`src/design/dpls_pkg.sv`:
```
// dpls_pkg: shared types, constants and helpers for the depth profile logger sequencer.
// Used by the channel interfaces and every module of the block; depends on nothing.
`default_nettype none

package dpls_pkg;

    // default sizes for the top-level parameters
    localparam int LOG_DEPTH_DEF     = 512;
    localparam int SAMPLE_PERIOD_DEF = 1000;

    // fixed timing constants in milliseconds
    localparam logic [31:0] DONE_REPEAT_MS = 32'd3000;
    localparam logic [31:0] RETX_MS        = 32'd2000;
    localparam logic [31:0] MS_PER_S       = 32'd1000;

    // sequence and sample counter width
    localparam int SEQ_W = 10;

    // configuration port
    localparam int APB_AW = 4;
    localparam int APB_DW = 32;
    localparam logic [1:0] REG_PROFILE_S  = 2'd0;
    localparam logic [1:0] REG_DEPTH_ZERO = 2'd1;
    localparam logic [1:0] REG_TEAM_ID    = 2'd2;

    // item modes
    localparam logic MODE_TICK  = 1'b0;
    localparam logic MODE_RADIO = 1'b1;

    // received packet commands
    localparam logic [2:0] CMD_BEGIN = 3'd0;
    localparam logic [2:0] CMD_RESET = 3'd1;
    localparam logic [2:0] CMD_SEND  = 3'd2;
    localparam logic [2:0] CMD_ACK   = 3'd3;

    // transmitted frame kinds
    localparam logic [1:0] KIND_PREDIVE   = 2'd0;
    localparam logic [1:0] KIND_SAMPLE    = 2'd1;
    localparam logic [1:0] KIND_DONE      = 2'd2;
    localparam logic [1:0] KIND_DATA_DONE = 2'd3;

    // reported phase codes
    localparam logic [2:0] CODE_IDLE      = 3'd0;
    localparam logic [2:0] CODE_PREDIVE   = 3'd1;
    localparam logic [2:0] CODE_PROFILING = 3'd2;
    localparam logic [2:0] CODE_DONE      = 3'd3;
    localparam logic [2:0] CODE_DUMP      = 3'd4;

    // mission phase, one-hot
    typedef enum logic [4:0] {
        PH_IDLE      = 5'b00001,
        PH_PREDIVE   = 5'b00010,
        PH_PROFILING = 5'b00100,
        PH_DONE      = 5'b01000,
        PH_DUMP      = 5'b10000
    } t_phase;

    // configuration as seen by the sequencer
    typedef struct packed {
        logic [31:0]        profile_ms;
        logic signed [23:0] depth_zero;
        logic [15:0]        team;
    } t_cfg;

    // one log entry
    typedef struct packed {
        logic signed [23:0] depth;
        logic [31:0]        stamp;
    } t_log_entry;

    // log memory access from the sequencer
    typedef struct packed {
        logic             we;
        logic [SEQ_W-1:0] waddr;
        t_log_entry       wdata;
        logic             re;
        logic [SEQ_W-1:0] raddr;
    } t_mem_req;

    // one result item
    typedef struct packed {
        logic [2:0]         cur_state;
        logic               tx_start;
        logic [1:0]         tx_kind;
        logic [SEQ_W-1:0]   tx_seq;
        logic [31:0]        tx_time_ms;
        logic signed [23:0] tx_depth;
        logic [15:0]        tx_team;
    } t_result;

    // result waiting for the log read
    typedef struct packed {
        t_result res;
        logic    use_log;
        logic    in_range;
    } t_stage;

    // phase to reported code
    function automatic logic [2:0] phase_code(input t_phase ph);
        logic [2:0] code;
        case (ph)
            PH_IDLE:      code = CODE_IDLE;
            PH_PREDIVE:   code = CODE_PREDIVE;
            PH_PROFILING: code = CODE_PROFILING;
            PH_DONE:      code = CODE_DONE;
            PH_DUMP:      code = CODE_DUMP;
            default:      code = CODE_IDLE;
        endcase
        return code;
    endfunction

    // saturating 24-bit signed subtract
    function automatic logic signed [23:0] sat_sub24(input logic signed [23:0] a,
                                                     input logic signed [23:0] b);
        logic signed [24:0] diff;
        logic signed [23:0] res;
        diff = {a[23], a} - {b[23], b};
        if (diff[24] != diff[23]) begin
            res = diff[24] ? 24'sh800000 : 24'sh7FFFFF;
        end else begin
            res = diff[23:0];
        end
        return res;
    endfunction

endpackage

`default_nettype wire

```
`src/design/dpls_cfg_regs.sv`:
```
// dpls_cfg_regs: APB configuration registers (profile length, depth offset, team id).
// Depends on dpls_pkg for register indexes and the t_cfg bundle.
`default_nettype none

module dpls_cfg_regs (
    input  wire logic                          i_clk,
    input  wire logic                          i_rst_n,
    input  wire logic                          psel,
    input  wire logic                          penable,
    input  wire logic                          pwrite,
    input  wire logic [dpls_pkg::APB_AW-1:0]   paddr,
    input  wire logic [dpls_pkg::APB_DW-1:0]   pwdata,
    output logic      [dpls_pkg::APB_DW-1:0]   prdata,
    output logic                               pready,
    output dpls_pkg::t_cfg                     o_cfg
);

    logic [15:0]        r_profile_s;
    logic [31:0]        r_profile_ms;
    logic signed [23:0] r_depth_zero;
    logic [15:0]        r_team;
    logic               w_wr;
    logic [1:0]         w_idx;

    assign pready = 1'b1;
    assign w_wr   = psel && penable && pwrite;
    assign w_idx  = paddr[3:2];

    // register writes; the duration is kept in ms as well for the compare
    always_ff @(posedge i_clk) begin
        if (!i_rst_n) begin
            r_profile_s  <= '0;
            r_profile_ms <= '0;
            r_depth_zero <= '0;
            r_team       <= '0;
        end else if (w_wr) begin
            case (w_idx)
                dpls_pkg::REG_PROFILE_S: begin
                    r_profile_s  <= pwdata[15:0];
                    r_profile_ms <= 32'(pwdata[15:0]) * dpls_pkg::MS_PER_S;
                end
                dpls_pkg::REG_DEPTH_ZERO: begin
                    r_depth_zero <= pwdata[23:0];
                end
                dpls_pkg::REG_TEAM_ID: begin
                    r_team <= pwdata[15:0];
                end
                default: begin
                end
            endcase
        end
    end

    // read back
    always_comb begin
        case (w_idx)
            dpls_pkg::REG_PROFILE_S:  prdata = 32'(r_profile_s);
            dpls_pkg::REG_DEPTH_ZERO: prdata = 32'(unsigned'(r_depth_zero));
            dpls_pkg::REG_TEAM_ID:    prdata = 32'(r_team);
            default:                  prdata = '0;
        endcase
    end

    assign o_cfg.profile_ms = r_profile_ms;
    assign o_cfg.depth_zero = r_depth_zero;
    assign o_cfg.team       = r_team;

endmodule

`default_nettype wire

```
`config.mk`:
```
export PLATFORM = sky130hd
export DESIGN_NAME = dpls_cfg_regs
export DESIGN_NICKNAME = d
export VERILOG_FILES = /design/src/design/dpls_pkg.sv /design/src/design/dpls_cfg_regs.sv
export SDC_FILE = /design/constraint.sdc
export NUM_CORES = 1
export LEC_CHECK = 0
export CORE_UTILIZATION = 40
export CTS_CLUSTER_DIAMETER = 50
export DETAILED_ROUTE_END_ITERATION = 6
export DONT_BUFFER_PORTS = 1
export GPL_ROUTABILITY_DRIVEN = 0
export GPL_TIMING_DRIVEN = 0
export RECOVER_POWER = 25
export SETUP_SLACK_MARGIN = 0.15
export SLEW_MARGIN = 20
export SYNTH_ARGS = -nofsm -noshare
export SYNTH_HDL_FRONTEND = slang
export SYNTH_SLANG_ARGS = --single-unit
```
`constraint.sdc`:
```
create_clock -name i_clk -period 5.51 [get_ports i_clk]
set_clock_uncertainty 0.15 [all_clocks]
set_input_delay 0.551 -clock i_clk [delete_from_list [all_inputs] [get_ports i_clk]]
set_output_delay 0.551 -clock i_clk [all_outputs]
set_load 0.1 [all_outputs]
```
# Word-level counts from Yosys, hierarchy flattened
# Index checks and enable logic that the tools add are counted.
# word_totals
ff_bits,79
in_bits,41
output_inout_bits,105
word_cells,14
# classes
multipliers,1
n_eq_ne,2
mux,1
reduce_logical,6
# op_table
cell,count
$pmux 24 s3,1
$mul 16x7->23 const B,1
$reduce_and 2->1,3
$eq 2x1->1 const B,1
$eq 2x2->1 const B,1
$logic_and 1x1->1,2
$logic_not 2->1,1

# Logic depth before layout (Yosys ltp)
# depth
ltp_word,3
depth_mapped,17
mapped_depth_nobuf,16

# Worst setup path after synthesis
# No wires, ideal clock.
# synth_timing
path_type,input to register
start,input port pwdata[10] (netlist bit)
end,register r_profile_ms[23]
setup_time_ns,0.074
arrival_ns,4.430
t_required_ns,5.286
path_slack_ns,0.856
stages,17
path_buffers,1
cell_sequence,inv_1 -> fa_1 -> fa_1 -> inv_1 -> fa_1 -> inv_1 -> fa_1 -> inv_1 -> ha_1 -> buf_2 -> nand3_1 -> nor3_1 -> a41o_1 -> a21o_1 -> o21ai_0 -> mux2_2 -> o21ai_0
# synth_via
elab_chain_cells,1
# synth_lines
item,line_no,rtl
"start, declared",dpls_cfg_regs.sv:12,"input wire logic [dpls_pkg::APB_DW-1:0] pwdata,"
$mul 16x7->23,dpls_cfg_regs.sv:40,r_profile_ms <= 32'(pwdata[15:0]) * dpls_pkg::MS_PER_S;
"end signal, assigned",dpls_cfg_regs.sv:40,
"end, declared",dpls_cfg_regs.sv:19,logic [31:0] r_profile_ms;
# Every way passes these cells.
# A chain may end at the register's enable or synchronous reset.

# Worst setup path in the final report
# layout_timing
start,input port pwdata[3] (netlist bit)
end,register r_profile_ms[21]
# The elaborated chain is that of the path after synthesis.

==> results_dict.tcl <==
set metrics [dict create \
    grt_max_degree 14 \
    critPathTopFamily "adder cells" \
    clock_sinks 77 \
    drive_above_1_share 0.0827 \
    routedWlPerCell_um 15.9 \
    synth_edf_count 0 \
    crit_type "in2reg" \
    syn_area_sq_mm 0.00613 \
    crit_path_cell_trace "inv_1 -> fa_1 -> fa_1 -> fa_1 -> inv_1 -> fa_1 -> ha_1 -> a21oi_1 -> o21ai_1 -> a311oi_1 -> o21ai_0 -> xnor2_1 -> o21ai_0" \
    fmax_mhz 213 \
    port_buffers 0 \
    cp-end-kind "flip-flop" \
    grt_overflow 0 \
    post-place-ws_ns 0.473 \
    route.met2.wl_um 7320 \
    cap_violations 0 \
    firstDrtPassIters 4 \
    crit_required_ns 5.58 \
    pin_count 146 \
    power_leakage_nw 2.92 \
    die_area_sq_mm 0.0158 \
    synth.distinct_cells 48 \
    multi_input_comb_area_sq_mm 0.00412 \
    grt_pass1_vias 4721 \
    synth.largest_area_cell "dfxtp_1" \
    vias 4768 \
    placed_area_sq_mm 0.00648 \
    drt-met1-wl_um 6380 \
    setup_tns_ns 0 \
    synthCells 718 \
    htree_num_levels 3 \
    cts_root_buf "clkbuf_16" \
    hpwl_um 12100 \
    cp_slowest_stage_delay_ns 0.60 \
    relSlewSlack 0.220 \
    ir_worst_vdd_v 0.000220 \
    place_inst 918 \
    wl_met3_um 1030 \
    ys_seq_area_frac 0.252 \
    setup_viol 0 \
    synthArstFlopShare 0 \
    period_share 0.851 \
    die_x_um 126 \
    fin_util 0.462 \
    yosys_register_bits 77 \
    die_h_um 126 \
    cp-start-kind "input pin" \
    coreArea_sq_mm 0.0148 \
    ys_warn_count 0 \
    antenna_found_initial 0 \
    fin_crit_ns 4.69 \
    outcome "completed" \
    n_fill_cell 1472 \
    fin_ws_ns 0.819 \
    drt_wl_total_um 14800 \
    ctsHoldBuffers 0 \
    hold_violations 0 \
    path_buf_inv 2 \
    syn_to_final_growth_pct 11.3 \
    num-nets-final 893 \
    slowest_stage "a311oi_1" \
    muxShareOfSynthArea 0.0296 \
    clk_latency_ns 0.34 \
    dr.max_layer_used "met4" \
    rsz0062_at_grt "no" \
    final_area_sq_mm 0.00682 \
    drt-vias-per-instance 5.10 \
    post_cts_buffers 0 \
    grt_pass1_wl_um 24500 \
    antenna_left 0 \
    synth_area_leaders "dfxtp_1, fa_1, ha_1" \
    antennaDiodeCount 0 \
    cts_tree "yes" \
    fp-row-count 44 \
    post_cts_resized 0 \
    drt_iter0_markers 219 \
    synth_top_family_by_area "adder cells" \
    r2r_setup_slack_ns 3.92 \
    yosys.area_share.simple 0.151 \
    synth_compound_area_frac 0.163 \
    crit_fanout 7 \
    worst_hold_path_type "in2reg" \
    powerDensity_mw_per_mm2 431 \
    dominantRegCellSynth "dfxtp_1" \
    tightest_slew_ns 1.17 \
    yosys.area_share.adder 0.285 \
    cts_buffer_depth 2 \
    drv_slew 0 \
    synth_top_area_frac 0.252 \
    ff_latch_area_sq_mm 0.00154 \
    layout.cells.non_filler 934 \
    cp.arrival_ns 4.76 \
    cp_common_cell "fa_1" \
    start_util 0.415 \
    gr-usage-all-layers 0.197 \
    remaining_drc_errors 0 \
    cts_buffers 9 \
    synthXorXnorAreaFrac 0.0229 \
    clk_pin_slew_ns 0.06 \
    syn_area_per_cell_sq_um 8.54 \
]
state kept, by name, indices dropped and copies added, names as in the netlist:
signal and count:
r_profile_s 16, r_depth_zero 24, r_profile_ms 21, r_team 16
logic make-up after synthesis:
family | after synthesis
simple gates | 218
compound gates | 144
buf+inv | 136
fa+ha+maj | 107
flops | 77
mux | 18
xor+xnor | 16
other cells | 2
final cells by class:
| cell class | instances | share of cell area |
|---|---|---|
| multi-input combinational | 521 | 0.604 |
| sequential | 77 | 0.226 |
| clock inverter | 4 | 0.0114 |
| clock buffer | 12 | 0.0391 |
| inverter | 83 | 0.0457 |
| buffer | 53 | 0.0396 |
| tap | 184 | 0.0338 |
cell usage in the layout (no fill, tap or decap), drive strengths merged, types with 2 or more instances in the layout:
cell type and count:
a211o 2, a211oi 3, a21boi 63, a21o 6, a21oi 16, a311o 2, a31oi 2, and2 18
and3 5, buf 22, bufinv 2, clkbuf 43, conb 18, dfxtp 77, fa 54, ha 53
inv 84, mux2i 17, nand2 162, nand3 14, nand4 3, nor2 7, nor2b 3, nor3 4
o21a 4, o21ai 34, o31ai 2, xnor2 9, xor2 7
per-layer routing:
layer / GRT usage / vias up
met4: 0.0595 / 0
met2: 0.338 / 128
met1: 0.247 / 2286
li1: - / 2344
met5: 0 / -
met3: 0.0463 / 10
worst reg2reg max path, cell delays in order (launching register included):
cell and delay (ns):
dfxtp_1 1.00, nand2_1 0.17, a21boi_0 0.20
report_power, final:
| part | leakage [nW] | internal (mW) | switching [mW] | total [mW] |
|---|---|---|---|---|
| Clock | 0.169 | 0.436 | 0.236 | 0.672 |
| Combinational | 2.13 | 0.638 | 0.944 | 1.58 |
| Sequential | 0.622 | 0.572 | 0.111 | 0.683 |
| Total | 2.92 | 1.65 | 1.29 | 2.94 |
per-stage QoR:
step | hold slack, ns | total power [mW]
final | 0.198 | 2.94
after global routing | 0.201 | 3.19
after CTS | 0.188 | 2.96
after detailed placement | 0.315 | 2.27
after global placement | 0.304 | 2.25
after floorplan | 0.293 | 1.97
final timing paths:
check / startpoint / end / cells after the start
setup / recovery: pwdata[3] / r_profile_ms[21] / 13
hold / removal: pwdata[2] / r_depth_zero[2] / 2
hold reg to reg: r_profile_s[7] / r_profile_s[7] / 2
setup reg to reg: r_depth_zero[8] / r_depth_zero[8] / 2
Yosys cell counts (2+ instances only):
cell type,n
clkbuf_1,28
xnor2_1,9
nand4_1,3
fa_1,54
buf_4,20
a21boi_0,63
nor2_1,7
and2_1,18
buf_2,4
xor2_1,7
nor2b_1,3
and3_1,5
o21ai_0,32
nor3_1,4
conb_1,2
mux2i_1,17
dfxtp_1,77
o31ai_1,2
o21a_1,4
o21ai_1,2
a311o_1,2
a211oi_1,3
inv_1,83
nand3_1,13
a21o_1,5
a21oi_1,15
ha_1,53
nand2_1,162
a211o_1,2
Note: power is estimated with default switching activity, not from simulation.
