## src/design/dpls_pkg.sv

```systemverilog
// dpls_pkg: shared types, constants and helpers for the depth profile logger sequencer.
// Used by the channel interfaces and every module of the block; depends on nothing.
`default_nettype none

package dpls_pkg;

    // default sizes for the top-level parameters
    localparam int LOG_DEPTH_DEF     = 512;
    localparam int SAMPLE_PERIOD_DEF = 1000;

    // fixed timing constants in milliseconds
    localparam logic [31:0] DONE_REPEAT_MS = 32'd3000;
    localparam logic [31:0] RETX_MS        = 32'd2000;
    localparam logic [31:0] MS_PER_S       = 32'd1000;

    // sequence and sample counter width
    localparam int SEQ_W = 10;

    // configuration port
    localparam int APB_AW = 4;
    localparam int APB_DW = 32;
    localparam logic [1:0] REG_PROFILE_S  = 2'd0;
    localparam logic [1:0] REG_DEPTH_ZERO = 2'd1;
    localparam logic [1:0] REG_TEAM_ID    = 2'd2;

    // item modes
    localparam logic MODE_TICK  = 1'b0;
    localparam logic MODE_RADIO = 1'b1;

    // received packet commands
    localparam logic [2:0] CMD_BEGIN = 3'd0;
    localparam logic [2:0] CMD_RESET = 3'd1;
    localparam logic [2:0] CMD_SEND  = 3'd2;
    localparam logic [2:0] CMD_ACK   = 3'd3;

    // transmitted frame kinds
    localparam logic [1:0] KIND_PREDIVE   = 2'd0;
    localparam logic [1:0] KIND_SAMPLE    = 2'd1;
    localparam logic [1:0] KIND_DONE      = 2'd2;
    localparam logic [1:0] KIND_DATA_DONE = 2'd3;

    // reported phase codes
    localparam logic [2:0] CODE_IDLE      = 3'd0;
    localparam logic [2:0] CODE_PREDIVE   = 3'd1;
    localparam logic [2:0] CODE_PROFILING = 3'd2;
    localparam logic [2:0] CODE_DONE      = 3'd3;
    localparam logic [2:0] CODE_DUMP      = 3'd4;

    // mission phase, one-hot
    typedef enum logic [4:0] {
        PH_IDLE      = 5'b00001,
        PH_PREDIVE   = 5'b00010,
        PH_PROFILING = 5'b00100,
        PH_DONE      = 5'b01000,
        PH_DUMP      = 5'b10000
    } t_phase;

    // configuration as seen by the sequencer
    typedef struct packed {
        logic [31:0]        profile_ms;
        logic signed [23:0] depth_zero;
        logic [15:0]        team;
    } t_cfg;

    // one log entry
    typedef struct packed {
        logic signed [23:0] depth;
        logic [31:0]        stamp;
    } t_log_entry;

    // log memory access from the sequencer
    typedef struct packed {
        logic             we;
        logic [SEQ_W-1:0] waddr;
        t_log_entry       wdata;
        logic             re;
        logic [SEQ_W-1:0] raddr;
    } t_mem_req;

    // one result item
    typedef struct packed {
        logic [2:0]         cur_state;
        logic               tx_start;
        logic [1:0]         tx_kind;
        logic [SEQ_W-1:0]   tx_seq;
        logic [31:0]        tx_time_ms;
        logic signed [23:0] tx_depth;
        logic [15:0]        tx_team;
    } t_result;

    // result waiting for the log read
    typedef struct packed {
        t_result res;
        logic    use_log;
        logic    in_range;
    } t_stage;

    // phase to reported code
    function automatic logic [2:0] phase_code(input t_phase ph);
        logic [2:0] code;
        case (ph)
            PH_IDLE:      code = CODE_IDLE;
            PH_PREDIVE:   code = CODE_PREDIVE;
            PH_PROFILING: code = CODE_PROFILING;
            PH_DONE:      code = CODE_DONE;
            PH_DUMP:      code = CODE_DUMP;
            default:      code = CODE_IDLE;
        endcase
        return code;
    endfunction

    // saturating 24-bit signed subtract
    function automatic logic signed [23:0] sat_sub24(input logic signed [23:0] a,
                                                     input logic signed [23:0] b);
        logic signed [24:0] diff;
        logic signed [23:0] res;
        diff = {a[23], a} - {b[23], b};
        if (diff[24] != diff[23]) begin
            res = diff[24] ? 24'sh800000 : 24'sh7FFFFF;
        end else begin
            res = diff[23:0];
        end
        return res;
    endfunction

endpackage

`default_nettype wire

```

## src/design/dpls_if.sv

```systemverilog
// dpls_if: valid/ready channels for input items and result items.
// Depends on dpls_pkg for the sequence width.
`default_nettype none

// input item channel
interface dpls_in_if;
    logic                          valid;
    logic                          ready;
    logic                          mode;
    logic [31:0]                   now_ms;
    logic signed [23:0]            depth_mm;
    logic                          pkt_ok;
    logic [2:0]                    pkt_cmd;
    logic [dpls_pkg::SEQ_W-1:0]    pkt_seq;

    modport source (output valid, mode, now_ms, depth_mm, pkt_ok, pkt_cmd, pkt_seq,
                    input ready);
    modport sink (input valid, mode, now_ms, depth_mm, pkt_ok, pkt_cmd, pkt_seq,
                  output ready);
endinterface

// result item channel
interface dpls_out_if;
    logic                          valid;
    logic                          ready;
    logic [2:0]                    cur_state;
    logic                          tx_start;
    logic [1:0]                    tx_kind;
    logic [dpls_pkg::SEQ_W-1:0]    tx_seq;
    logic [31:0]                   tx_time_ms;
    logic signed [23:0]            tx_depth;
    logic [15:0]                   tx_team;

    modport source (output valid, cur_state, tx_start, tx_kind, tx_seq, tx_time_ms,
                    tx_depth, tx_team, input ready);
    modport sink (input valid, cur_state, tx_start, tx_kind, tx_seq, tx_time_ms,
                  tx_depth, tx_team, output ready);
endinterface

`default_nettype wire

```

## src/design/dpls_seq.sv

```systemverilog
// dpls_seq: mission phase control, log read-modify-write and result pipeline.
// Depends on dpls_pkg, the dpls_in_if/dpls_out_if channels and dpls_log_mem read data.
`default_nettype none

module dpls_seq #(
    parameter int LOG_DEPTH        = dpls_pkg::LOG_DEPTH_DEF,
    parameter int SAMPLE_PERIOD_MS = dpls_pkg::SAMPLE_PERIOD_DEF
) (
    input  wire logic                   i_clk,
    input  wire logic                   i_rst_n,
    input  wire dpls_pkg::t_cfg         i_cfg,
    dpls_in_if.sink                     i_item,
    dpls_out_if.source                  o_result,
    output dpls_pkg::t_mem_req          o_mem_req,
    input  wire dpls_pkg::t_log_entry   i_mem_rdata
);

    localparam logic [dpls_pkg::SEQ_W-1:0] LOG_LIMIT = dpls_pkg::SEQ_W'(LOG_DEPTH);
    localparam logic [31:0] PERIOD_MS = 32'(SAMPLE_PERIOD_MS);

    // mission state
    dpls_pkg::t_phase            r_phase, n_phase;
    logic                        r_sending, n_sending;
    logic [31:0]                 r_start_time, n_start_time;
    logic [31:0]                 r_last_sample_at, n_last_sample_at;
    logic [31:0]                 r_last_send_at, n_last_send_at;
    logic [dpls_pkg::SEQ_W-1:0]  r_sample_count, n_sample_count;
    logic [dpls_pkg::SEQ_W-1:0]  r_dump_seq, n_dump_seq;

    // pipeline
    logic                        r_s1_valid;
    dpls_pkg::t_stage            r_s1, n_s1;
    logic                        r_out_valid;
    dpls_pkg::t_result           r_out, w_out;

    logic                        w_accept;
    logic                        w_s1_adv;
    logic [31:0]                 w_now;
    logic [dpls_pkg::SEQ_W-1:0]  w_raddr;
    logic                        w_sample;

    assign w_now    = i_item.now_ms;
    assign w_s1_adv = !r_out_valid || o_result.ready;
    assign i_item.ready = !r_s1_valid || w_s1_adv;
    assign w_accept = i_item.valid && i_item.ready;
    assign w_raddr  = r_dump_seq - dpls_pkg::SEQ_W'(1);

    // a sample is taken on a profiling tick once the period has run and the log has room
    assign w_sample = (i_item.mode == dpls_pkg::MODE_TICK) && (r_phase == dpls_pkg::PH_PROFILING)
                      && ((w_now - r_last_sample_at) >= PERIOD_MS)
                      && (r_sample_count < LOG_LIMIT);

    // log access: sample write and dump read, both at item transfer
    always_comb begin
        o_mem_req.we          = w_accept && w_sample;
        o_mem_req.waddr       = r_sample_count;
        o_mem_req.wdata.depth = dpls_pkg::sat_sub24(i_item.depth_mm, i_cfg.depth_zero);
        o_mem_req.wdata.stamp = w_now;
        o_mem_req.re          = w_accept;
        o_mem_req.raddr       = w_raddr;
    end

    // next mission state and result for the item
    always_comb begin
        n_phase          = r_phase;
        n_sending        = r_sending;
        n_start_time     = r_start_time;
        n_last_sample_at = r_last_sample_at;
        n_last_send_at   = r_last_send_at;
        n_sample_count   = r_sample_count;
        n_dump_seq       = r_dump_seq;
        n_s1             = '0;

        if (i_item.mode == dpls_pkg::MODE_TICK) begin
            case (r_phase)
                dpls_pkg::PH_PREDIVE: begin
                    if (!r_sending) begin
                        n_s1.res.tx_start   = 1'b1;
                        n_s1.res.tx_kind    = dpls_pkg::KIND_PREDIVE;
                        n_s1.res.tx_time_ms = w_now;
                        n_s1.res.tx_team    = i_cfg.team;
                        n_sending           = 1'b1;
                    end
                end
                dpls_pkg::PH_PROFILING: begin
                    if (w_sample) begin
                        n_sample_count   = r_sample_count + dpls_pkg::SEQ_W'(1);
                        n_last_sample_at = w_now;
                    end
                    if ((w_now - r_start_time) >= i_cfg.profile_ms) begin
                        n_phase = dpls_pkg::PH_DONE;
                    end
                end
                dpls_pkg::PH_DONE: begin
                    if (!r_sending && ((w_now - r_last_send_at) >= dpls_pkg::DONE_REPEAT_MS)) begin
                        n_s1.res.tx_start = 1'b1;
                        n_s1.res.tx_kind  = dpls_pkg::KIND_DONE;
                        n_sending         = 1'b1;
                        n_last_send_at    = w_now;
                    end
                end
                dpls_pkg::PH_DUMP: begin
                    if (!r_sending && ((w_now - r_last_send_at) >= dpls_pkg::RETX_MS)) begin
                        n_s1.res.tx_start = 1'b1;
                        n_s1.res.tx_kind  = dpls_pkg::KIND_SAMPLE;
                        n_s1.res.tx_seq   = r_dump_seq;
                        n_s1.res.tx_team  = i_cfg.team;
                        n_s1.use_log      = 1'b1;
                        n_s1.in_range     = (w_raddr < LOG_LIMIT);
                        n_sending         = 1'b1;
                        n_last_send_at    = w_now;
                    end
                end
                default: begin
                end
            endcase
        end else if (r_sending) begin
            // transmit done; the pre-dive frame leaving starts the profile
            n_sending = 1'b0;
            if (r_phase == dpls_pkg::PH_PREDIVE) begin
                n_phase          = dpls_pkg::PH_PROFILING;
                n_start_time     = w_now;
                n_last_sample_at = w_now;
                n_sample_count   = '0;
            end
        end else if (i_item.pkt_ok) begin
            case (r_phase)
                dpls_pkg::PH_IDLE: begin
                    if (i_item.pkt_cmd == dpls_pkg::CMD_BEGIN) begin
                        n_phase = dpls_pkg::PH_PREDIVE;
                    end
                end
                dpls_pkg::PH_DONE: begin
                    if (i_item.pkt_cmd == dpls_pkg::CMD_SEND) begin
                        n_phase        = dpls_pkg::PH_DUMP;
                        n_dump_seq     = dpls_pkg::SEQ_W'(1);
                        n_last_send_at = '0;
                    end
                end
                dpls_pkg::PH_DUMP: begin
                    if (i_item.pkt_cmd == dpls_pkg::CMD_ACK && i_item.pkt_seq == r_dump_seq) begin
                        n_dump_seq = r_dump_seq + dpls_pkg::SEQ_W'(1);
                        if (r_dump_seq >= r_sample_count) begin
                            n_s1.res.tx_start = 1'b1;
                            n_s1.res.tx_kind  = dpls_pkg::KIND_DATA_DONE;
                            n_sending         = 1'b1;
                            n_phase           = dpls_pkg::PH_IDLE;
                        end else begin
                            n_last_send_at = '0;
                        end
                    end
                end
                default: begin
                end
            endcase
        end

        n_s1.res.cur_state = dpls_pkg::phase_code(n_phase);
    end

    // state update at item transfer
    always_ff @(posedge i_clk) begin
        if (!i_rst_n) begin
            r_phase          <= dpls_pkg::PH_IDLE;
            r_sending        <= 1'b0;
            r_start_time     <= '0;
            r_last_sample_at <= '0;
            r_last_send_at   <= '0;
            r_sample_count   <= '0;
            r_dump_seq       <= '0;
        end else if (w_accept) begin
            r_phase          <= n_phase;
            r_sending        <= n_sending;
            r_start_time     <= n_start_time;
            r_last_sample_at <= n_last_sample_at;
            r_last_send_at   <= n_last_send_at;
            r_sample_count   <= n_sample_count;
            r_dump_seq       <= n_dump_seq;
        end
    end

    // merge the log read into the result
    always_comb begin
        w_out = r_s1.res;
        if (r_s1.use_log && r_s1.in_range) begin
            w_out.tx_time_ms = i_mem_rdata.stamp;
            w_out.tx_depth   = i_mem_rdata.depth;
        end
    end

    // pipeline valid flags
    always_ff @(posedge i_clk) begin
        if (!i_rst_n) begin
            r_s1_valid  <= 1'b0;
            r_out_valid <= 1'b0;
        end else begin
            if (w_s1_adv) begin
                r_out_valid <= r_s1_valid;
            end
            if (i_item.ready) begin
                r_s1_valid <= w_accept;
            end
        end
    end

    // pipeline payload
    always_ff @(posedge i_clk) begin
        if (w_accept) begin
            r_s1 <= n_s1;
        end
        if (w_s1_adv && r_s1_valid) begin
            r_out <= w_out;
        end
    end

    assign o_result.valid      = r_out_valid;
    assign o_result.cur_state  = r_out.cur_state;
    assign o_result.tx_start   = r_out.tx_start;
    assign o_result.tx_kind    = r_out.tx_kind;
    assign o_result.tx_seq     = r_out.tx_seq;
    assign o_result.tx_time_ms = r_out.tx_time_ms;
    assign o_result.tx_depth   = r_out.tx_depth;
    assign o_result.tx_team    = r_out.tx_team;

    // log never holds more samples than it has entries
    a_count_bound: assert property (@(posedge i_clk) disable iff (!i_rst_n)
        r_sample_count <= LOG_LIMIT)
        else $error("sample count beyond log depth");

    // log is written only while profiling
    a_write_phase: assert property (@(posedge i_clk) disable iff (!i_rst_n)
        o_mem_req.we |-> r_phase == dpls_pkg::PH_PROFILING)
        else $error("log write outside profiling");

    // a result without a frame carries empty frame fields
    a_idle_fields: assert property (@(posedge i_clk) disable iff (!i_rst_n)
        (r_out_valid && !r_out.tx_start) |-> (r_out.tx_kind == '0 && r_out.tx_seq == '0
        && r_out.tx_time_ms == '0 && r_out.tx_depth == '0 && r_out.tx_team == '0))
        else $error("frame fields set with no transfer started");

    // starting a transmission always emits a frame
    a_send_frame: assert property (@(posedge i_clk) disable iff (!i_rst_n)
        (w_accept && n_sending && !r_sending) |-> n_s1.res.tx_start)
        else $error("sending set without a frame");

    // a stalled read stage keeps its item
    a_s1_hold: assert property (@(posedge i_clk) disable iff (!i_rst_n)
        (r_s1_valid && !w_s1_adv) |=> (r_s1_valid && $stable(r_s1)))
        else $error("read stage lost its item under stall");

endmodule

`default_nettype wire

```

## src/flat_wrapper.sv

```systemverilog
// flat-port wrapper written by rule: the top's interface ports become plain ports
module dpls_seq_flat 
#(
    parameter int LOG_DEPTH        = dpls_pkg::LOG_DEPTH_DEF,
    parameter int SAMPLE_PERIOD_MS = dpls_pkg::SAMPLE_PERIOD_DEF
)
  (i_clk, i_rst_n, i_cfg, o_mem_req, i_mem_rdata, i_item_valid, i_item_mode, i_item_now_ms, i_item_depth_mm, i_item_pkt_ok, i_item_pkt_cmd, i_item_pkt_seq, i_item_ready, o_result_valid, o_result_cur_state, o_result_tx_start, o_result_tx_kind, o_result_tx_seq, o_result_tx_time_ms, o_result_tx_depth, o_result_tx_team, o_result_ready);
  dpls_in_if i_item_i ();
  dpls_out_if o_result_i ();
  input  wire logic i_clk;
  input  wire logic i_rst_n;
  input  wire dpls_pkg::t_cfg i_cfg;
  output dpls_pkg::t_mem_req o_mem_req;
  input  wire dpls_pkg::t_log_entry i_mem_rdata;
  input wire logic [$bits(i_item_i.valid)-1:0] i_item_valid;
  input wire logic [$bits(i_item_i.mode)-1:0] i_item_mode;
  input wire logic [$bits(i_item_i.now_ms)-1:0] i_item_now_ms;
  input wire logic [$bits(i_item_i.depth_mm)-1:0] i_item_depth_mm;
  input wire logic [$bits(i_item_i.pkt_ok)-1:0] i_item_pkt_ok;
  input wire logic [$bits(i_item_i.pkt_cmd)-1:0] i_item_pkt_cmd;
  input wire logic [$bits(i_item_i.pkt_seq)-1:0] i_item_pkt_seq;
  output wire logic [$bits(i_item_i.ready)-1:0] i_item_ready;
  output wire logic [$bits(o_result_i.valid)-1:0] o_result_valid;
  output wire logic [$bits(o_result_i.cur_state)-1:0] o_result_cur_state;
  output wire logic [$bits(o_result_i.tx_start)-1:0] o_result_tx_start;
  output wire logic [$bits(o_result_i.tx_kind)-1:0] o_result_tx_kind;
  output wire logic [$bits(o_result_i.tx_seq)-1:0] o_result_tx_seq;
  output wire logic [$bits(o_result_i.tx_time_ms)-1:0] o_result_tx_time_ms;
  output wire logic [$bits(o_result_i.tx_depth)-1:0] o_result_tx_depth;
  output wire logic [$bits(o_result_i.tx_team)-1:0] o_result_tx_team;
  input wire logic [$bits(o_result_i.ready)-1:0] o_result_ready;
  assign i_item_i.valid = i_item_valid;
  assign i_item_i.mode = i_item_mode;
  assign i_item_i.now_ms = i_item_now_ms;
  assign i_item_i.depth_mm = i_item_depth_mm;
  assign i_item_i.pkt_ok = i_item_pkt_ok;
  assign i_item_i.pkt_cmd = i_item_pkt_cmd;
  assign i_item_i.pkt_seq = i_item_pkt_seq;
  assign i_item_ready = i_item_i.ready;
  assign o_result_valid = o_result_i.valid;
  assign o_result_cur_state = o_result_i.cur_state;
  assign o_result_tx_start = o_result_i.tx_start;
  assign o_result_tx_kind = o_result_i.tx_kind;
  assign o_result_tx_seq = o_result_i.tx_seq;
  assign o_result_tx_time_ms = o_result_i.tx_time_ms;
  assign o_result_tx_depth = o_result_i.tx_depth;
  assign o_result_tx_team = o_result_i.tx_team;
  assign o_result_i.ready = o_result_ready;
  dpls_seq #(.LOG_DEPTH(LOG_DEPTH), .SAMPLE_PERIOD_MS(SAMPLE_PERIOD_MS)) u_core (.i_clk(i_clk), .i_rst_n(i_rst_n), .i_cfg(i_cfg), .i_item(i_item_i), .o_result(o_result_i), .o_mem_req(o_mem_req), .i_mem_rdata(i_mem_rdata));
endmodule
```

## config.mk

```make
export PLATFORM = sky130hd
export DESIGN_NAME = dpls_seq_flat
export DESIGN_NICKNAME = d
export VERILOG_FILES = /design/src/design/dpls_pkg.sv /design/src/design/dpls_if.sv /design/src/design/dpls_seq.sv /design/src/flat_wrapper.sv
export SDC_FILE = /design/constraint.sdc
export NUM_CORES = 1
export LEC_CHECK = 0
export BUFFER_PORTS_ARGS = -buffer_cell sky130_fd_sc_hd__buf_2
export CAP_MARGIN = 15
export CORE_ASPECT_RATIO = 0.8
export CORE_UTILIZATION = 30
export CTS_CLUSTER_SIZE = 8
export DETAILED_ROUTE_END_ITERATION = 16
export SYNTH_ARGS = -nofsm -noshare
export SYNTH_HDL_FRONTEND = slang
export SYNTH_SLANG_ARGS = --single-unit
```

## constraint.sdc

```tcl
create_clock -name i_clk -period 7.9 [get_ports i_clk]
set_input_delay 1.185 -clock i_clk [delete_from_list [all_inputs] [get_ports i_clk]]
set_output_delay 1.185 -clock i_clk [all_outputs]
set_load 0.005 [all_outputs]
```

# Word level (Yosys, flattened, before mapping)
# Index checks and enable logic that the tools add are counted.
[classes]
magnitude_cmp = 7
n_bitwise = 5
n_eq_ne = 25
n_mux = 60
reduce_logical = 29
addsub = 7
[ops]
columns = ["operator", "count"]
rows = [
  ["$mux 32", 13],
  ["$pmux 32 s2", 2],
  ["$sub 32x32->32", 3],
  ["$mux 10", 7],
  ["$mux 56", 1],
  ["$mux 5", 10],
  ["$mux 24", 2],
  ["$ge 32x10->1 const B", 1],
  ["$ge 32x11->1 const B", 1],
  ["$ge 32x12->1 const B", 1],
  ["$ge 32x32->1", 1],
  ["$pmux 16 s2", 1],
  ["$sub 24x24->25", 1],
  ["$mux 3", 8],
  ["$add 10x1->10 const B", 2],
  ["$lt 10x10->1 const B", 2],
  ["$pmux 10 s2", 1],
  ["$mux 18", 1],
  ["$mux 16", 1],
  ["$pmux 5 s3", 1],
  ["$mux 13", 1],
  ["$ne 3x2->1 const B", 4],
  ["$pmux 3 s4", 1],
  ["$eq 10x10->1", 1],
  ["30 further kinds", 66],
]
[word_totals]
output_inout_bits = 168
input_bits = 203
ff_bits = 278
wordCells = 157

# Depth between registers and ports, before layout
# Gate-level depths: netlist (run 1).
[depth]
word_depth = 9
ltp_mapped = 26
depth_no_buf = 26

# Worst setup path before layout (run 1)
# OpenSTA, ideal clock, no wires.
[synth_path]
path_type = "input to register"
startpoint = "input port o_result_ready"
endpoint = "register u_core.r_out, in the netlist u_core.o_result.cur_state[0] (enable)"
arrival_ps = 5166
path_stages = 2
setup_slack_ps = 2188
cell_sequence = "nor2b_1 nor2b_1"
[synth_between]
elab_chain_len = 2
[synth_rtl]
columns = ["element", "line_no", "text"]
rows = [
  ["start, declared", "flat_wrapper.sv:31", "input wire logic [$bits(o_result_i.ready)-1:0] o_result_ready;"],
  ["$logic_or 1x1->1", "dpls_seq.sv:43", "assign w_s1_adv = !r_out_valid || o_result.ready;"],
  ["$logic_and 1x1->1", "dpls_seq.sv:211", "if (w_s1_adv && r_s1_valid) begin"],
  ["end signal, assigned", "dpls_seq.sv:212", "r_out <= w_out;"],
  ["end, declared", "dpls_seq.sv:34", "dpls_pkg::t_result r_out, w_out;"],
]
# No other way between the ends.
# A chain may end at the register's enable or synchronous reset.

==> results of run 1 <==
==> registers in the layout (all words and copies together), names as in the netlist <==
| signal | flops |
|---|---|
| u_core.r_dump_seq | 10 |
| u_core.o_result.tx_depth | 24 |
| u_core.r_phase | 5 |
| u_core.r_sample_count | 10 |
| u_core.r_last_sample_at | 32 |
| u_core.o_result.cur_state | 3 |
| u_core.r_sending | 1 |
| u_core.o_result.tx_kind | 2 |
| u_core.o_result.valid | 1 |
| u_core.r_s1 | 66 |
| u_core.o_result.tx_seq | 10 |
| u_core.r_start_time | 32 |
| u_core.o_result.tx_team | 16 |
| u_core.o_result.tx_start | 1 |
| u_core.r_last_send_at | 32 |
| u_core.o_result.tx_time_ms | 32 |
| u_core.r_s1_valid | 1 |
==> cells in the final DEF (no fill, tap or decap), types with 6 or more instances in the layout <==
| cell | count |
|---|---|
| a31oi_1 | 14 |
| inv_1 | 198 |
| nor2_1 | 125 |
| a211oi_1 | 13 |
| o31a_1 | 6 |
| and3_1 | 75 |
| mux2_2 | 37 |
| o21ai_0 | 106 |
| buf_4 | 16 |
| o2111ai_1 | 13 |
| xor2_1 | 35 |
| nor4_1 | 15 |
| ha_1 | 162 |
| clkbuf_16 | 41 |
| o21bai_1 | 11 |
| o211ai_1 | 12 |
| a21oi_1 | 196 |
| nor3_1 | 45 |
| nor2b_1 | 21 |
| nand4_1 | 25 |
| nand2_1 | 177 |
| or2_2 | 6 |
| a41oi_1 | 6 |
| dfxtp_1 | 124 |
| and4_1 | 8 |
| a21o_1 | 72 |
| or3_1 | 12 |
| nand3_1 | 74 |
| o31ai_1 | 9 |
| o21a_1 | 14 |
| nand2b_1 | 25 |
| a22o_1 | 33 |
| and2_1 | 25 |
| edfxtp_1 | 154 |
| mux2i_1 | 8 |
| buf_2 | 370 |
| xnor2_1 | 69 |
| clkbuf_1 | 25 |
==> stage by stage <==
| stage | hold slack, ps | std cells | worst slack [ps] |
|---|---|---|---|
| floorplan | 400 | 2181 | 2190 |
| global placement | 401 | 3277 | 1800 |
| detailed placement | 405 | 3277 | 1740 |
| CTS | 415 | 3349 | 1740 |
| global route | 420 | 3350 | 1450 |
| finish | 412 | 3351 | 1760 |
==> power groups by stage <==
stage,Clock [mW],Sequential (mW),Combinational (mW)
3_5_place_dp,0,1.61,0.729
3_3_place_gp,0,1.61,0.731
6_report,1.68,1.58,0.732
5_1_grt,1.79,1.58,0.816
4_1_cts,1.72,1.58,0.734
2_1_floorplan,0,1.61,0.471
==> cell families after synthesis <==
group	Yosys count	synth area share
xor+xnor	104	0.0471
mux	45	0.0257
simple gates	667	0.174
fa+ha+maj	171	0.112
flops	278	0.367
buf+inv	331	0.0742
compound gates	585	0.200
==> metal layers <==
| layer | share of wire | GRT usage | wire length, um | up-vias |
|---|---|---|---|---|
| met5 | 0.00040 | 0 | 23 | - |
| met4 | 0.016 | 0.0374 | 914 | 4 |
| met3 | 0.062 | 0.0313 | 3620 | 65 |
| met2 | 0.46 | 0.282 | 26400 | 525 |
| met1 | 0.47 | 0.240 | 27000 | 7932 |
| li1 | - | - | - | 8418 |
==> worst register-to-register path: cells and delay by family (launching register included) <==
kind	cells	cell delay, ps
compound gates	17	3280
xor+xnor	1	170
fa+ha+maj	2	570
buf+inv	1	80
flops	1	330
simple gates	3	440
==> path summary, 6_finish.rpt <==
| kind | from | to | slack [ps] | cells after the start |
|---|---|---|---|---|
| setup / recovery | i_item_now_ms[0] | o_mem_req[77] | 1760 | 15 |
| setup reg to reg | u_core.r_start_time[1] | u_core.r_s1[87] | 2870 | 24 |
| hold reg to reg | u_core.r_s1[85] | u_core.o_result.tx_kind[1] | 410 | 0 |
| hold / removal | u_core.r_s1[85] | u_core.o_result.tx_kind[1] | 410 | 0 |
==> area by class of cell <==
type | count | area (um^2)
fillers | 6563 | 40300
multi-input cells | 1572 | 10800
flip-flops and latches | 278 | 7110
repair buffers | 386 | 1970
clock buffers | 68 | 1150
well taps | 840 | 1050
inverters | 201 | 754
clock inverters | 4 | 71.3
diodes | 2 | 5.00
==> metrics.csv, run 1 <==
metric;value;unit
status;completed;
dp_hpwl;43.5;mm
synth_flop_cell;edfxtp_1;
synthTopCellsByCount;inv_1, a21oi_1, nand2_1, ha_1, edfxtp_1;
endpoint_kind;output pin;
numCtsBuffers;41;
cts.sinks;278;
die-area;0.0655;mm^2
path_cells;buf_2 > inv_1 > ha_1 > fa_1 > and2b_1 > o211ai_1 > a21bo_2 > a2111oi_4 > mux2i_1 > nor4_1 > nand4_1 > or4_4 > o21ai_2 > inv_2 > buf_2;
viasPerCell;5.06;
yosysSeqAreaShare;0.367;
cts_hold_buf;0;
p_leak;9.56;nW
finalWirelength;58.0;mm
die_height;229;um
vias;16900;
setup_tns;0;ps
cts_tree;done;
syn-num-nets;2550;
die_w;286;um
maxCapViolations;0;
share_comb_of_total_power;0.183;
netSwitchingPower;1.13;mW
ys_warn_count;0;
grt_pass1_wl;90.5;mm
timing.fmax;163;MHz
ir_drop;130;uV
stdcell_area;0.0229;mm^2
grt_max_degree;72;
final_core_util;0.363;
rsz0062_at_grt;false;
post-cts-setup-buffers;0;
drc;0;
synth_top_cell_area_share;0.239;
first_pass_iters;5;
synth_seq_cells;278;
path_common_cell;buf_2;
start_util;0.306;
drv_slew;0;
postSynthAreaPerCell;8.87;um^2
ant_nets;0;
setup_viol;0;
cts-root-buf;clkbuf_16;
period_share;0.778;
async_flop_share;0;
finalHoldViolCount;0;
synth_cells;2181;
clkPwrFrac;0.421;
startpoint_type;input pin;
crit_family;simple AND/OR/NAND/NOR gates;
drt_iter0_drc;1050;
path_buf_inv;4;
wl_per_cell;17.3;um
htree_levels;2;
crit_type;in -> out;
critical-path-max-stage-delay;550;ps
tightestPinTransition;1150;ps
synth_area_leaders;edfxtp_1, dfxtp_1, ha_1, a21oi_1, inv_1;
seqPwrFrac;0.396;
gp_congestion;0.940;
skew;23.7;ps
grt_pass1_vias;15900;
crit_arrival;4960;ps
power;3.99;mW
io_pins;371;
synth_edf_count;154;
powerDensity;174;mW/mm^2
fp.coreArea;0.0632;mm^2
required;6710;ps
syn-cell-area;0.0193;mm^2
yosys.cell_count.top_type;inv_1;
area_growth;18.5;%
row_count;82;
antenna_found_initial;7;
max_slew_margin;0.232;
synth_cell_type_count;97;
place_area;0.0217;mm^2
period_needed;6140;ps
num-nets-final;2849;
drive_gt1_frac;0.205;
port_buffers;370;
intPower;2.86;mW
hp-class;reg -> reg;
clk_latency;580;ps
cp_max_fo;41;
clk_pin_slew;50;ps
slowest_stage;or4_4;
cts_resized;0;
grt.total_usage;0.174;
grt_overflow;0;
clockBufferDepth;3;
p_sw_frac;0.282;
synth_top_area_cell;edfxtp_1;
(Power assumes the default switching activity.)
==> run 2: changes to the inputs <==
==> constraint.sdc (replaced) <==
create_clock -name i_clk -period 5.6 [get_ports i_clk]
set_input_delay 0.84 -clock i_clk [delete_from_list [all_inputs] [get_ports i_clk]]
set_output_delay 0.84 -clock i_clk [all_outputs]
set_load 0.005 [all_outputs]
==> run 2 against run 1 <==
  * Setup slack got worse by 1400 ps
  * Count of clock-buffer cells in the layout grew 2
  * Final cell count up 1.0%
  * Sequential share of layout area decreased by 0.34 points
  * Clock power grew 40%
  * Wire length up 3.1%
  * Critical path type unchanged
  * Largest cell class unchanged
==> metrics.csv, run 2 (synthesis gave the netlist of run 1 again) <==
metric;value;unit
crit_family;simple AND/OR/NAND/NOR gates;
post-cts-setup-buffers;0;
dp_hpwl;45.6;mm
grt_pass1_vias;16000;
worstHoldPathCells;0;
endpoint_kind;output pin;
vias;17000;
grt.total_usage;0.178;
die_w;286;um
rr_startpoint;u_core.r_start_time[1];
required;4760;ps
clockBufferDepth;3;
max_slew_margin;0.368;
timing.fmax;191;MHz
ant_nets;0;
layout_commonest_cell;buf_2;
first_pass_iters;7;
intPower;4.07;mW
path_common_cell;buf_2;
antenna_found_initial;3;
path_cells;buf_2 > inv_1 > buf_4 > ha_1 > fa_1 > and2b_1 > o211ai_1 > a21bo_2 > a2111oi_4 > mux2i_1 > nor4_1 > nand4_1 > or4_4 > o21ai_2 > inv_2 > buf_2;
viasPerCell;5.03;
gp_congestion;0.925;
rsz0062_at_grt;false;
start_util;0.306;
wl_per_cell;17.7;um
p_leak;9.73;nW
crit_arrival;4410;ps
numCtsBuffers;41;
maxCapViolations;0;
r2r_end;u_core.r_s1[87];
worst-path-stages;16;
p_sw_frac;0.279;
die_height;229;um
clk_pin_slew;50;ps
netSwitchingPower;1.58;mW
period_share;0.937;
status;completed;
critical-path-max-stage-delay;560;ps
row_count;82;
min_from;u_core.r_s1[16];
area_growth;19.8;%
die-area;0.0655;mm^2
clkPwrFrac;0.417;
final_cells;3386;
drv_slew;0;
largest_reg_flops;66;
drt_iter0_drc;1026;
cp_max_fo;4;
final_cell_mix;buf_2, inv_1, a21oi_1, nand2_1, ha_1;
power;5.65;mW
clk_latency;570;ps
grt_max_degree;74;
finalWirelength;59.8;mm
setup_viol;0;
finalHoldViolCount;0;
htree_levels;2;
drive_gt1_frac;0.216;
crit_start;i_item_now_ms[0];
r2r_slack;530;ps
skew;25.4;ps
worstRegToRegCells;24;
tightestPinTransition;946;ps
powerDensity;244;mW/mm^2
io_pins;371;
cts.sinks;278;
grt_pass1_wl;92.0;mm
dp_cells;3313;
cts_tree;done;
grt_overflow;0;
path_buf_inv;5;
n_antenna_cell;0;
holdPathEnd;u_core.o_result.tx_team[14];
hp-class;reg -> reg;
period_needed;5250;ps
ir_drop;172;uV
port_buffers;370;
seqPwrFrac;0.394;
drc;0;
cts_resized;0;
crit_type;in -> out;
startpoint_type;input pin;
slowest_stage;or4_4;
top_register;u_core.r_s1;
cts-root-buf;clkbuf_16;
num-nets-final;2885;
fp.coreArea;0.0632;mm^2
share_comb_of_total_power;0.189;
cts_hold_buf;0;
-- run 2: cell types whose count changed in the layout (fill, tap and decap cells not counted), sizes merged --
cell and delta:
clkinv -1, diode -2, clkbuf +2, buf +36
-- run 2: power groups by stage --
| stage | Clock (mW) | Combinational, mW | Sequential [mW] |
|---|---|---|---|
| floorplan | 0 | 0.664 | 2.27 |
| global route | 2.51 | 1.19 | 2.23 |
| detailed placement | 0 | 1.06 | 2.27 |
| finish | 2.35 | 1.07 | 2.23 |
| CTS | 2.42 | 1.07 | 2.23 |
| global placement | 0 | 1.07 | 2.27 |
-- run 2: through the flow --
stage | setup WS (ps) | cell area, um^2 | hold slack (ps) | TNS [ps] | util
detailed placement | -78.1 | 22000 | 405 | -138 | 0.348
global route | 44.7 | 23200 | 420 | 0 | 0.367
global placement | -79.4 | 22000 | 400 | -138 | 0.348
floorplan | 233 | 19300 | 400 | 0 | -
CTS | 350 | 23200 | 414 | 0 | 0.367
finish | 355 | 23200 | 412 | 0 | 0.367
-- run 2: routing by layer --
metal,vias to the layer above,global-route usage,part of all wire
met1,8004,0.249,0.48
met2,466,0.276,0.44
li1,8503,-,-
met4,2,0.0436,0.018
met3,64,0.0386,0.067
met5,-,0,0.00013
-- run 2: worst register-to-register path, stage by stage, from the launching register on --
cell      delay [ps]
dfxtp_1          320
inv_1             70
ha_1             270
a21o_1           150
a21o_1           210
a211oi_1         300
o21ai_0          280
a31o_2           340
a21o_1           170
or3_1            310
a21oi_1          200
o21ai_0          140
xor2_1           170
ha_1             300
a21o_1           180
a21o_1           170
a21o_1           180
a21oi_1          160
nor2b_1           60
o21ai_0          140
nand2b_1          80
a21oi_1          180
o21ai_0          130
a211o_1          320
a21oi_1          110
-- run 2: final cells by class --
type	instances	area, um^2
multi-input combinational	1572	10800
fill	6544	40000
clock inverter	3	41.3
sequential	278	7110
tap	840	1050
inverter	201	754
clock buffer	70	1170
timing repair buffer	422	2240
-- run 2: worst max-delay path by stage --
| stage | to | slack, ps |
|---|---|---|
| floorplan | u_core.o_result.cur_state[0] | 230 |
| global placement | u_core.r_s1[87] | -80 |
| detailed placement | u_core.r_s1[87] | -80 |
| CTS | o_mem_req[77] | 350 |
| global route | u_core.r_s1[87] | 40 |
| finish | o_mem_req[77] | 350 |
